$ cat config.mk
export PLATFORM = sky130hd
export DESIGN_NAME = stable_priority_ready_queue_core
export DESIGN_NICKNAME = d
export VERILOG_FILES = /design/src/spq_pkg.sv /design/src/spq_cell.sv /design/src/stable_priority_ready_queue_core.sv
export SDC_FILE = /design/constraint.sdc
export NUM_CORES = 1
export LEC_CHECK = 0
export BUFFER_PORTS_ARGS = -buffer_cell sky130_fd_sc_hd__clkbuf_2
export CORE_AREA = 2 2 124 246
export CTS_BUF_LIST = sky130_fd_sc_hd__clkbuf_8
export DETAILED_ROUTE_END_ITERATION = 8
export DIE_AREA = 0 0 126 248
export MAX_ROUTING_LAYER = met4
export PLACE_DENSITY = 0.64
export RECOVER_POWER = 50
export SLEW_MARGIN = 20
export SYNTH_ARGS = -nofsm -noshare
export SYNTH_HDL_FRONTEND = slang
export SYNTH_HIERARCHICAL = 1
export SYNTH_SLANG_ARGS = --single-unit
$ cat constraint.sdc
create_clock -name aclk -period 5.1 [get_ports aclk]
set_input_delay 0.255 -clock aclk [delete_from_list [all_inputs] [get_ports aclk]]
set_output_delay 0.255 -clock aclk [all_outputs]
set_load 0.05 [all_outputs]
$ cat src/spq_pkg.sv
package spq_pkg;

    localparam int CAPACITY_DEF = 16;
    localparam int PRIO_LEVELS  = 8;

    localparam int OP_W     = 2;
    localparam int HANDLE_W = 8;
    localparam int PRIO_W   = 3;
    localparam int STATUS_W = 2;

    localparam logic [OP_W-1:0] OP_PUSH = 2'd0;
    localparam logic [OP_W-1:0] OP_POP  = 2'd1;
    localparam logic [OP_W-1:0] OP_PEEK = 2'd2;

    localparam logic [STATUS_W-1:0] ST_OK    = 2'd0;
    localparam logic [STATUS_W-1:0] ST_EMPTY = 2'd1;
    localparam logic [STATUS_W-1:0] ST_FULL  = 2'd2;

    localparam logic [PRIO_W-1:0] PRIO_MAX = PRIO_W'(PRIO_LEVELS - 1);

    typedef struct packed {
        logic [HANDLE_W-1:0] handle;
        logic [PRIO_W-1:0]   prio;
    } entry_t;

    // broadcast to every cell
    typedef struct packed {
        logic   push;
        logic   pop;
        entry_t ent;
    } cell_cmd_t;

endpackage

$ cat src/spq_cell.sv
module spq_cell (
    input  logic              aclk,
    input  spq_pkg::cell_cmd_t cmd,
    input  logic              occupied,
    input  logic              left_keep,
    input  spq_pkg::entry_t   left_ent,
    input  spq_pkg::entry_t   right_ent,
    output spq_pkg::entry_t   ent,
    output logic              keep
);
    import spq_pkg::*;

    entry_t entry_reg;
    entry_t entry_next;

    // sorted chain: held entries of equal or higher priority stay put
    assign keep = occupied && (entry_reg.prio >= cmd.ent.prio);
    assign ent  = entry_reg;

    always_comb begin
        entry_next = entry_reg;
        if (cmd.push && !keep) begin
            entry_next = left_keep ? cmd.ent : left_ent;
        end else if (cmd.pop) begin
            entry_next = right_ent;
        end
    end

    always_ff @(posedge aclk) begin
        entry_reg <= entry_next;
    end

endmodule

$ cat src/stable_priority_ready_queue_core.sv
// Channel  Dir  Fields (lsb first)
// s_axis   in   opcode[1:0], thread_handle[9:2], thread_priority[12:10]
// m_axis   out  front_handle[7:0], front_priority[10:8], status[12:11],
//               occupancy[12+CNT_W:13]
//
// Every operation works on the whole cell row in parallel (shift or insert):
// one item per cycle sustained while no result is held back by a low m_tready.
// Result appears in the cycle after its transfer, from a one-deep output register.
// s_tready drops only while a result waits and m_tready is low.
// aresetn (synchronous) empties the queue; cell contents are not cleared.
module stable_priority_ready_queue_core #(
    parameter int CAPACITY = spq_pkg::CAPACITY_DEF
) (
    input  logic aclk,
    input  logic aresetn,
    input  logic        s_tvalid,
    output logic        s_tready,
    input  logic [15:0] s_tdata,  // opcode, thread_handle, thread_priority
    output logic        m_tvalid,
    input  logic        m_tready,
    output logic [((13 + $clog2(CAPACITY + 1) + 7) / 8) * 8 - 1:0] m_tdata
    // front_handle, front_priority, status, occupancy
);
    import spq_pkg::*;

    localparam int CNT_W = $clog2(CAPACITY + 1);
    localparam int M_W   = ((13 + CNT_W + 7) / 8) * 8;

    logic [CNT_W-1:0] count_reg, count_next;
    logic             m_valid_reg;
    logic [M_W-1:0]   m_data_reg, m_data_next;

    logic [OP_W-1:0]     op;
    logic [HANDLE_W-1:0] in_handle;
    logic [PRIO_W-1:0]   in_prio;
    logic                fire, full, empty;
    cell_cmd_t           cmd;
    logic [STATUS_W-1:0] status;
    logic [HANDLE_W-1:0] out_handle;
    logic [PRIO_W-1:0]   out_prio;

    entry_t cell_ent  [CAPACITY];
    logic   cell_keep [CAPACITY];

    assign op        = s_tdata[1:0];
    assign in_handle = s_tdata[9:2];
    assign in_prio   = s_tdata[12:10];

    assign s_tready = !m_valid_reg || m_tready;
    assign fire     = s_tvalid && s_tready;
    assign full     = count_reg == CNT_W'(CAPACITY);
    assign empty    = count_reg == '0;

    always_comb begin
        cmd.push       = fire && (op == OP_PUSH) && !full;
        cmd.pop        = fire && (op == OP_POP) && !empty;
        cmd.ent.handle = in_handle;
        cmd.ent.prio   = (in_prio > PRIO_MAX) ? PRIO_MAX : in_prio;
    end

    for (genvar i = 0; i < CAPACITY; i++) begin : g_cell
        logic   left_keep;
        entry_t left_ent;
        entry_t right_ent;
        if (i == 0) begin : g_first
            assign left_keep = 1'b1;
            assign left_ent  = cmd.ent;
        end else begin : g_mid
            assign left_keep = cell_keep[i-1];
            assign left_ent  = cell_ent[i-1];
        end
        if (i == CAPACITY - 1) begin : g_last
            assign right_ent = cell_ent[i];
        end else begin : g_body
            assign right_ent = cell_ent[i+1];
        end
        spq_cell u_cell (
            .aclk      (aclk),
            .cmd       (cmd),
            .occupied  (count_reg > CNT_W'(i)),
            .left_keep (left_keep),
            .left_ent  (left_ent),
            .right_ent (right_ent),
            .ent       (cell_ent[i]),
            .keep      (cell_keep[i])
        );
    end

    always_comb begin
        count_next = count_reg;
        if (cmd.push) begin
            count_next = count_reg + CNT_W'(1);
        end else if (cmd.pop) begin
            count_next = count_reg - CNT_W'(1);
        end
    end

    always_comb begin
        status     = ST_OK;
        out_handle = '0;
        out_prio   = '0;
        case (op)
            OP_PUSH: begin
                if (full) begin
                    status = ST_FULL;
                end
            end
            OP_POP: begin
                if (empty) begin
                    status = ST_EMPTY;
                end else begin
                    out_handle = cell_ent[0].handle;
                    out_prio   = cell_ent[0].prio;
                end
            end
            OP_PEEK: begin
                if (empty) begin
                    status = ST_EMPTY;
                end else begin
                    out_prio = cell_ent[0].prio;
                end
            end
            default: begin
                status = ST_OK;
            end
        endcase
        m_data_next = M_W'({count_next, status, out_prio, out_handle});
    end

    always_ff @(posedge aclk) begin
        if (!aresetn) begin
            count_reg   <= '0;
            m_valid_reg <= 1'b0;
        end else begin
            count_reg <= count_next;
            if (fire) begin
                m_valid_reg <= 1'b1;
            end else if (m_tready) begin
                m_valid_reg <= 1'b0;
            end
        end
    end

    always_ff @(posedge aclk) begin
        if (fire) begin
            m_data_reg <= m_data_next;
        end
    end

    assign m_tvalid = m_valid_reg;
    assign m_tdata  = m_data_reg;

    a_count_bound: assert property (@(posedge aclk) disable iff (!aresetn)
        count_reg <= CNT_W'(CAPACITY))
        else $error("entry count above capacity");

    a_push_grows: assert property (@(posedge aclk) disable iff (!aresetn)
        cmd.push |=> count_reg == $past(count_reg) + CNT_W'(1))
        else $error("push did not grow the queue");

    a_occ_tracks: assert property (@(posedge aclk) disable iff (!aresetn)
        fire |=> m_data_reg[13 +: CNT_W] == count_reg)
        else $error("reported occupancy differs from count");

    a_no_both: assert property (@(posedge aclk) disable iff (!aresetn)
        !(cmd.push && cmd.pop))
        else $error("push and pop together");

endmodule

; ---- Word level (Yosys, flattened, before mapping)
; Cells that the tools add are included.
[classes]
n_addsub = 2
n_lt_le_gt_ge = 33
eq_ne = 3
muxes = 53
bitwise_logic = 2
n_reduce_logical = 78
[op_table]
columns = op, n
row1 = two-way mux 11 bit, 45
row2 = >= comparator 3 bit, 16
row3 = "greater-than comparator 5 x 4 -> 1 bit, second input constant", 8
row4 = logical AND 1 bit, 37
row5 = nonzero test 2 bit, 16
row6 = "greater-than comparator 5 x 3 -> 1 bit, second input constant", 4
row7 = logical NOT 1 bit, 19
row8 = "greater-than comparator 5 x 1 -> 1 bit, second input constant", 2
row9 = "greater-than comparator 5 x 2 -> 1 bit, second input constant", 2
row10 = two-way mux 5 bit, 2
row11 = OR reduction 2 bit, 3
row12 = "adder 5 x 1 -> 5 bit, second input constant", 1
row13 = "== test 5 bit, second input constant", 1
row14 = logical NOT 5 bit, 1
row15 = "subtractor 5 x 1 -> 5 bit, second input constant", 1
row16 = one-hot mux 2 bit (2 select lines), 1
row17 = "greater-than comparator 3 bit, second input constant", 1
row18 = two-way mux 1 bit, 3
row19 = two-way mux 3 bit, 1
row20 = "== test 2 x 1 -> 1 bit, second input constant", 1
row21 = "== test 2 bit, second input constant", 1
row22 = logical NOT 2 bit, 1
row23 = two-way mux 2 bit, 1
row24 = NOT 1 bit, 2
row25 = logical OR 1 bit, 1
[totals]
reg_bits = 200
input_bits = 20
output_inout_bits = 26
word_cells = 208

; ---- Longest topological paths before layout
; Gate-level depths: netlist of run 1.
[logic_depth]
ltp_word = 7
ltp_mapped = 10
depth_no_buf = 8

; ---- Hierarchy
; Netlist of run 1, hierarchy kept.
[modules_own_cells]
columns = mod, instances, cells_each, area_each_um2, seq_area_each_um2
row1 = spq_cell, 16, 49, 740.7, 330.3
row2 = stable_priority_ready_queue_core, 1, 159, 1501.4, 660.6

; ---- Worst setup path before layout of run 1
; Ideal clock, no wire load.
[synth_timing]
path_kind = reg-to-reg
from = register m_valid_reg, in the netlist m_tvalid
to = register g_cell[0].u_cell.entry_reg, in the netlist g_cell[0].u_cell/ent[0] (enable)
setup_time_ns = 0.318
arrival_time_ns = 3.723
required_ns = 4.782
path_slack_ns = 1.059
path_stages_with_launch = 9
n_path_buf = 2
synth_period_minus_slack_ns = 4.041
path_cell_list = dfxtp_1 > nand2b_1 > clkbuf_1 > nand2_1 > nor2_1 > nor2b_1 > a22o_4 > buf_6 > or2_2
[synth_lines]
columns = item, line
row1 = start: declaration, stable_priority_ready_queue_core.sv:30  ; logic m_valid_reg;
row2 = start signal: assignment, stable_priority_ready_queue_core.sv:133  ; m_valid_reg <= 1'b0;
row3 = start signal: assignment, stable_priority_ready_queue_core.sv:137  ; m_valid_reg <= 1'b1;
row4 = start signal: assignment, stable_priority_ready_queue_core.sv:139  ; m_valid_reg <= 1'b0;
row5 = end signal: assignment, spq_cell.sv:30  ; entry_reg <= entry_next;
row6 = end: declaration, spq_cell.sv:13  ; entry_t entry_reg;

==> metrics.txt, run 1 <==
WS Path Type=register to register; Via Count=7106; Top Ports=46; CP top delay family=simple AND/OR/NAND/NOR gates; vias per inst=5.35; maximum VDD drop=0.205 mV; min-delay worst type=primary input to register; Worst Slack Setup Final=1.09 ns; Final Hold Fails=0; fin crit period=4.01 ns; Max clock buf depth=2; Area after DPL=13600 µm²; Core ar.=29400 µm²; maximum number of pins on one net before global-route repair=34; total placed cells including tap cells=1296; clock skew=0.0146 ns; WL final=25600 µm; Avg WL per Cell=19.3 µm; clk slew on worst S/H paths=0.11 ns; Yosys Warn Count=6; Avg Cell Area, Syn=14.2 µm²; Post-Synthesis Cells=941; depth of the CTS H-tree=4; Initial Utilization=45.4%; crit-path max cell delay=0.82 ns; full die area=31200 µm²; maximum fanout along the worst path=17; slowest cell on the critical path=nor2_1; total grt overflow=0; vias in the first global route=7705; Arr. time, crit path=4.17 ns; Leak Pwr=5.12 nW; Finished Layout Cells=1329; PortBufs=36; ant diodes=0; Setup TNS=0 ns; Core Rows=89; Routability Congestion=0.763; TritonCTS Sinks=200; crit end category=register; CP cell instances=inv_1 -> ha_1 -> or4bb_1 -> nand2_1 -> nor2_1 -> nor2b_1 -> a22o_1 -> or2_2; CTS tree=done; drt first pass iters=4; max-capacitance violation count=0; status=complete, no violations; crit path buf inv count=1; pwr dens=290 nW/µm²; Area Overhead vs Synth=2.73%; Slew HR=32.1%; post-route ant nets=0; Least-Margin Pin Slew=1.01 ns; Pins Over Slew Limit=0; Die Ht=248 µm; most frequent cells in the layout=208 x mux2_2, 194 x edfxtp_1, 81 x mux2_4; fin crit share=78.7%; Critical Path RT=5.26 ns; antenna violations before repair=0; max FFs per register=176; post-placement setup slack=1.29 ns; post_cts resized=0; RSZ-0062 raised after global routing=no; Clk Tree Root Cell=clkbuf_8; Die X=126 µm; CP Launch Type=register; Layout Nets=1029; Remaining DRCs=0; Peak Freq=249 MHz; All-Layer GR Usage=17.3%; worst-skew pair later-pin latency=0.49 ns; commonest non-fill, non-tap cell in the layout=mux2_2; DP HPWL=20200 µm; CTS buffer count=17; Syn Std Cell Area=13300 µm²; first-iteration detailed-routing DRC count=262; final setup violation count=0; share of post-route cells with drive strength above 1=39.2%; global-route wire length before repair=40800 µm; Final Cell Area=13700 µm²
-- cell type report --
class | count | area [µm²]
Tap cell | 364 | 455
Inverter | 58 | 218
Clock inverter | 15 | 166
Multi-Input combinational cell | 637 | 6510
Sequential cell | 200 | 5950
Clock buffer | 17 | 234
Timing Repair Buffer | 38 | 173
Fill cell | 2734 | 15700
-- per-stage QoR --
step | hold WS [ns] | utilization, % | total power [mW]
after detailed placement | 0.548 | 46.4 | 3.03
after CTS | 0.0633 | 47.8 | 4.10
after global routing | 0.0886 | 46.6 | 4.17
after global placement | 0.544 | 46.4 | 3.00
after floorplan | 0.394 | - | 2.85
final | 0.109 | 46.6 | 3.97
-- what timing repair did --
| action | in CTS | in global routing |
|---|---|---|
| buffers inserted | 0 | 0 |
| endpoints found under the hold margin | 1 | 0 |
| hold buffers | 1 | 0 |
-- power by group --
part           internal, mW  switching, mW  leakage [nW]  total, mW
logic                 0.417          0.449          3.07      0.866
clock network         0.446          0.610         0.198       1.06
registers              1.98         0.0695          1.85       2.05
-- metal layers --
metal	wire [µm]	part of all wire [%]	global-route usage, %
met5	0	0	-
met4	446	1.7	5.11
met3	469	1.8	2.54
met2	15800	61	36.8
met1	8950	35	14.9
-- final timing paths --
kind                                               start                        to  slack, ns  cells past startpoint
worst min register to register  g_cell[14].u_cell/ent[8]  g_cell[13].u_cell/ent[8]       0.57                      1
worst max register to register              count_reg[1]   g_cell[9].u_cell/ent[1]       1.09                      8
worst min-delay path                             aresetn              count_reg[4]       0.11                      2
worst max-delay path                        count_reg[1]   g_cell[9].u_cell/ent[1]       1.09                      8
(Power assumes the default switching activity.)
==> run 2, diff against run 1 <==
==> constraint.sdc (replaced) <==
create_clock -name aclk -period 4 [get_ports aclk]
set_input_delay 0.2 -clock aclk [delete_from_list [all_inputs] [get_ports aclk]]
set_output_delay 0.2 -clock aclk [all_outputs]
set_load 0.05 [all_outputs]
==> metrics.txt, run 2 (same netlist as run 1, synthesis figures left out) <==
Final Cell Area=13500 µm²; worst-case reg-to-reg path depth=9; most frequent cells in the layout=208 x mux2_2, 194 x edfxtp_1, 123 x mux2_1; commonest non-fill, non-tap cell in the layout=mux2_2; DP HPWL=20000 µm; total grt overflow=0; fin crit share=83.6%; CTS tree=done; depth of the CTS H-tree=4; Leak Pwr=4.98 nW; register-to-register path setup slack=0.65 ns; max-capacitance violation count=0; Hold Slack=0.0722 ns; fillers=2758; post-placement setup slack=0.653 ns; Routability Congestion=0.759; vias in the first global route=7470; share of post-route cells with drive strength above 1=33.4%; Core Rows=89; Remaining DRCs=0; PortBufs=36; WS Path Type=register to register; pwr dens=360 nW/µm²; cell-internal power=3.49 mW; worst setup path end=g_cell[0].u_cell/ent[3]; Setup TNS=0 ns; clock power share=24.8%; final setup violation count=0; Area Overhead vs Synth=1.24%; Worst Setup SP=count_reg[1]; Peak Freq=299 MHz; maximum fanout along the worst path=32; Slew HR=36.2%; Area after DPL=13700 µm²; Finished Layout Cells=1330; total placed cells including tap cells=1298; CP Launch Type=register; antenna violations before repair=0; crit-path max cell delay=0.58 ns; Die X=126 µm; CP cell instances=inv_1 -> ha_1 -> or4bb_1 -> nand2_1 -> nor2_2 -> buf_4 -> nor2b_1 -> a22o_4 -> or2_2; status=complete, no violations; Critical Path RT=4.21 ns; WL final=25200 µm; fin crit period=3.35 ns; min-delay worst type=primary input to register; max FFs per register=176; RR Endpoint=g_cell[0].u_cell/ent[3]; TritonCTS Sinks=200; vias per inst=5.30; crit end category=register; Initial Utilization=45.4%; Comb pwr share=21.5%; sequential share of power=53.7%; full die area=31200 µm²; first-iteration detailed-routing DRC count=308; Pins Over Slew Limit=0; Psw=1.37 mW; Via Count=7053; Arr. time, crit path=3.55 ns; RSZ-0062 raised after global routing=no; All-Layer GR Usage=17.2%; Die Ht=248 µm; Final Core Density=45.9%; CTS buffer count=17; Max clock buf depth=2; post-route ant nets=0; maximum VDD drop=0.271 mV; power after layout=4.86 mW; Avg WL per Cell=18.9 µm; FF-to-FF Start=count_reg[1]; Switching Share=28.2%; Core ar.=29400 µm²; Worst Slack Setup Final=0.655 ns; ant diodes=0; drt first pass iters=4; slowest cell on the critical path=or4bb_1; Least-Margin Pin Slew=0.953 ns; clock skew=0.0128 ns; global-route wire length before repair=40500 µm; Layout Nets=1031; worst-skew pair later-pin latency=0.49 ns; Final Hold Fails=0; clk slew on worst S/H paths=0.09 ns; post_cts resized=0; maximum number of pins on one net before global-route repair=34; Top Ports=46; Clk Tree Root Cell=clkbuf_8
-- run 2: critical path, delay by kind of cell, from the launching register on --
family                     cells  cell delay (ns)
and+or+nand+nor                5             1.55
DFF                            1             0.44
AOI/OAI and AO/OA              1             0.33
buffers and inverters          2             0.46
adders and majority gates      1             0.26
-- run 2: power groups by stage --
stage          Clock (mW)  Sequential (mW)  Combinational (mW)
2_1_floorplan           0             2.68               0.958
3_3_place_gp            0             2.66                1.17
3_5_place_dp            0             2.67                1.20
4_1_cts              1.26             2.62                1.21
5_1_grt              1.33             2.63                1.15
6_report             1.20             2.61                1.04
-- run 2: repair_timing --
| item | in CTS | in global routing |
|---|---|---|
| buffers inserted | 0 | 0 |
| hold buffers | 1 | 0 |
| hold endpoints to repair | 1 | 0 |
-- run 2: worst min-delay path by stage --
| stage | start | to | slack [ns] | depth (start not counted) |
|---|---|---|---|---|
| final | aresetn | count_reg[2] | 0.07 | 2 |
| after floorplan | s_tvalid | m_tvalid | 0.34 | 2 |
| after CTS | aresetn | count_reg[4] | 0.03 | 2 |
| after global routing | aresetn | count_reg[4] | 0.06 | 2 |
| after detailed placement | s_tvalid | m_tvalid | 0.50 | 3 |
| after global placement | s_tvalid | m_tvalid | 0.49 | 3 |
-- run 2: final cells by class --
class / count / area, µm² / area share, %
Sequential cell: 200 / 5950 / 44.0
Tap cell: 364 / 455 / 3.37
Clock inverter: 14 / 109 / 0.806
Inverter: 58 / 218 / 1.61
Timing Repair Buffer: 40 / 184 / 1.36
Clock buffer: 17 / 234 / 1.73
Multi-Input combinational cell: 637 / 6360 / 47.1
-- run 2: routing by layer --
metal | track usage [%] | vias to the layer above | share of wire [%]
met3 | 2.82 | 30 | 2.1
met5 | - | - | 0
li1 | - | 3534 | -
met1 | 15.6 | 3417 | 35
met4 | 5.66 | 0 | 2.1
met2 | 35.1 | 72 | 60
==> run 3, diff against run 2 <==
--- a/config.mk
+++ b/config.mk
@@ -11,7 +11,7 @@
 export DETAILED_ROUTE_END_ITERATION = 8
 export DIE_AREA = 0 0 126 248
 export MAX_ROUTING_LAYER = met4
-export PLACE_DENSITY = 0.64
+export PLACE_DENSITY = 0.67
 export RECOVER_POWER = 50
 export SLEW_MARGIN = 20
 export SYNTH_ARGS = -nofsm -noshare
==> constraint.sdc (replaced) <==
create_clock -name aclk -period 2.8 [get_ports aclk]
set_input_delay 0.14 -clock aclk [delete_from_list [all_inputs] [get_ports aclk]]
set_output_delay 0.14 -clock aclk [all_outputs]
set_load 0.05 [all_outputs]
==> metrics.txt, run 3 (same netlist as run 1, synthesis figures left out) <==
fillers=2706; crit path buf inv count=2; commonest non-fill, non-tap cell in the layout=mux2_2; Final Hold Fails=0; Switching Share=28.8%; Psw=2.10 mW; clk slew on worst S/H paths=0.11 ns; Initial Utilization=45.4%; Routability Congestion=0.786; Final Cell Area=13900 µm²; Clk Tree Root Cell=clkbuf_8; clock power share=27.1%; power after layout=7.30 mW; Pins Over Slew Limit=0; Remaining DRCs=0; worst-case reg-to-reg path depth=7; Hold Path Stages=3; fin crit period=2.61 ns; FF/Latch Area=5950 µm²; clock skew=0.0196 ns; WS Path Type=register to register; RSZ-0062 raised after global routing=no; Core Rows=89; CP cell instances=inv_1 -> buf_4 -> ha_1 -> o21ai_0 -> o21a_1 -> mux2_2 -> mux2_1; status=complete, no violations; Layout Nets=1051; DP HPWL=20300 µm; maximum fanout along the worst path=11; Area Overhead vs Synth=4.13%; first-iteration detailed-routing DRC count=300; vias per inst=5.34; most frequent cells in the layout=208 x mux2_2, 194 x edfxtp_1, 98 x mux2_1; total placed cells including tap cells=1315; Slew HR=54.3%; FF-to-FF Start=count_reg[1]; maximum number of pins on one net before global-route repair=34; worst-skew pair later-pin latency=0.50 ns; Core ar.=29400 µm²; Top Ports=46; crit end category=register; register-to-register path setup slack=0.19 ns; Avg WL per Cell=19.1 µm; drt first pass iters=4; Area after DPL=13900 µm²; slowest cell on the critical path=o21a_1; global-route wire length before repair=41600 µm; Peak Freq=383 MHz; Worst Slack Setup Final=0.189 ns; area taken by multi-input logic gates=6520 µm²; RR Endpoint=g_cell[2].u_cell/ent[2]; max-capacitance violation count=0; vias in the first global route=7905; All-Layer GR Usage=17.4%; CP Launch Type=register; WL final=25800 µm; full die area=31200 µm²; PortBufs=36; Die X=126 µm; fin crit share=93.3%; Comb pwr share=22.0%; share of post-route cells with drive strength above 1=37.6%; depth of the CTS H-tree=4; CP top delay family=compound AO/OA/AOI/OAI gates; Final Core Density=47.2%; Least-Margin Pin Slew=0.684 ns; post-placement setup slack=-0.0438 ns; Worst Hold Endpoint=m_tdata[11]; sequential share of power=50.9%; max FFs per register=176; min-delay worst type=primary input to register; Critical Path RT=3.04 ns; Finished Layout Cells=1351; Die Ht=248 µm; post-route ant nets=0; maximum VDD drop=0.361 mV; antenna violations before repair=0; Max clock buf depth=2; Hold Path Origin=s_tdata[1]; Leak Pwr=5.14 nW; Arr. time, crit path=2.85 ns; total grt overflow=0; CTS buffer count=17; CTS tree=done; pwr dens=525 nW/µm²; final setup violation count=0; Via Count=7221; cell-internal power=5.19 mW; TritonCTS Sinks=200; ant diodes=0; crit-path max cell delay=0.57 ns
==> run 3: cell type report <==
cell class | count | area share [%]
multi-input cells | 638 | 46.9
flip-flops and latches | 200 | 42.8
well taps | 364 | 3.28
repair buffers | 59 | 2.37
clock buffers | 17 | 1.68
inverters | 58 | 1.57
clock inverters | 15 | 1.37
==> run 3: worst register-to-register path: stages, from the launching register on <==
cell and delay, ns:
dfxtp_1 0.35, inv_1 0.06, buf_4 0.15, ha_1 0.22
o21ai_0 0.30, o21a_1 0.57, mux2_2 0.41, mux2_1 0.30
==> run 3: through the flow <==
stage | hold WS (ns) | setup TNS, ns
after floorplan | 0.279 | 0
after global routing | 0.0654 | 0
final | 0.0730 | 0
after CTS | 0.0417 | 0
after global placement | 0.435 | 0
after detailed placement | 0.451 | -1.80
==> run 3: worst max path at each step <==
stage               slack (ns)                        to          from  depth (start not counted)
global placement          0.02  g_cell[0].u_cell/ent[10]  count_reg[0]                          8
floorplan               0.0008   g_cell[0].u_cell/ent[1]  count_reg[0]                         10
detailed placement       -0.04  g_cell[0].u_cell/ent[10]  count_reg[1]                          8
finish                    0.19   g_cell[2].u_cell/ent[2]  count_reg[1]                          7
global route              0.05  g_cell[13].u_cell/ent[1]  count_reg[0]                          8
CTS                       0.09  g_cell[14].u_cell/ent[6]  count_reg[1]                          7
==> run 3: per-layer routing <==
layer	part of all wire [%]	global-route usage, %
met5	0	-
met4	1.5	5.30
met3	1.6	2.69
met2	62	36.8
met1	35	15.2
==> run 3: power groups by stage <==
| stage | sequential [mW] | combinational [mW] | clock [mW] |
|---|---|---|---|
| floorplan | 3.83 | 1.40 | 0 |
| global placement | 3.78 | 1.74 | 0 |
| detailed placement | 3.80 | 1.78 | 0 |
| CTS | 3.73 | 1.80 | 2.05 |
| global route | 3.74 | 1.75 | 2.16 |
| finish | 3.71 | 1.61 | 1.98 |
==> run 3: what timing repair did <==
action / 4_1_cts / 5_1_grt
resized for setup: 1 / 1
hold endpoints to repair: 6 / 0
setup buffers: 0 / 0
endpoints found under the setup margin: 300 / 11
pin swaps: 1 / 0
hold buffers: 3 / 0
gates cloned: 1 / 0
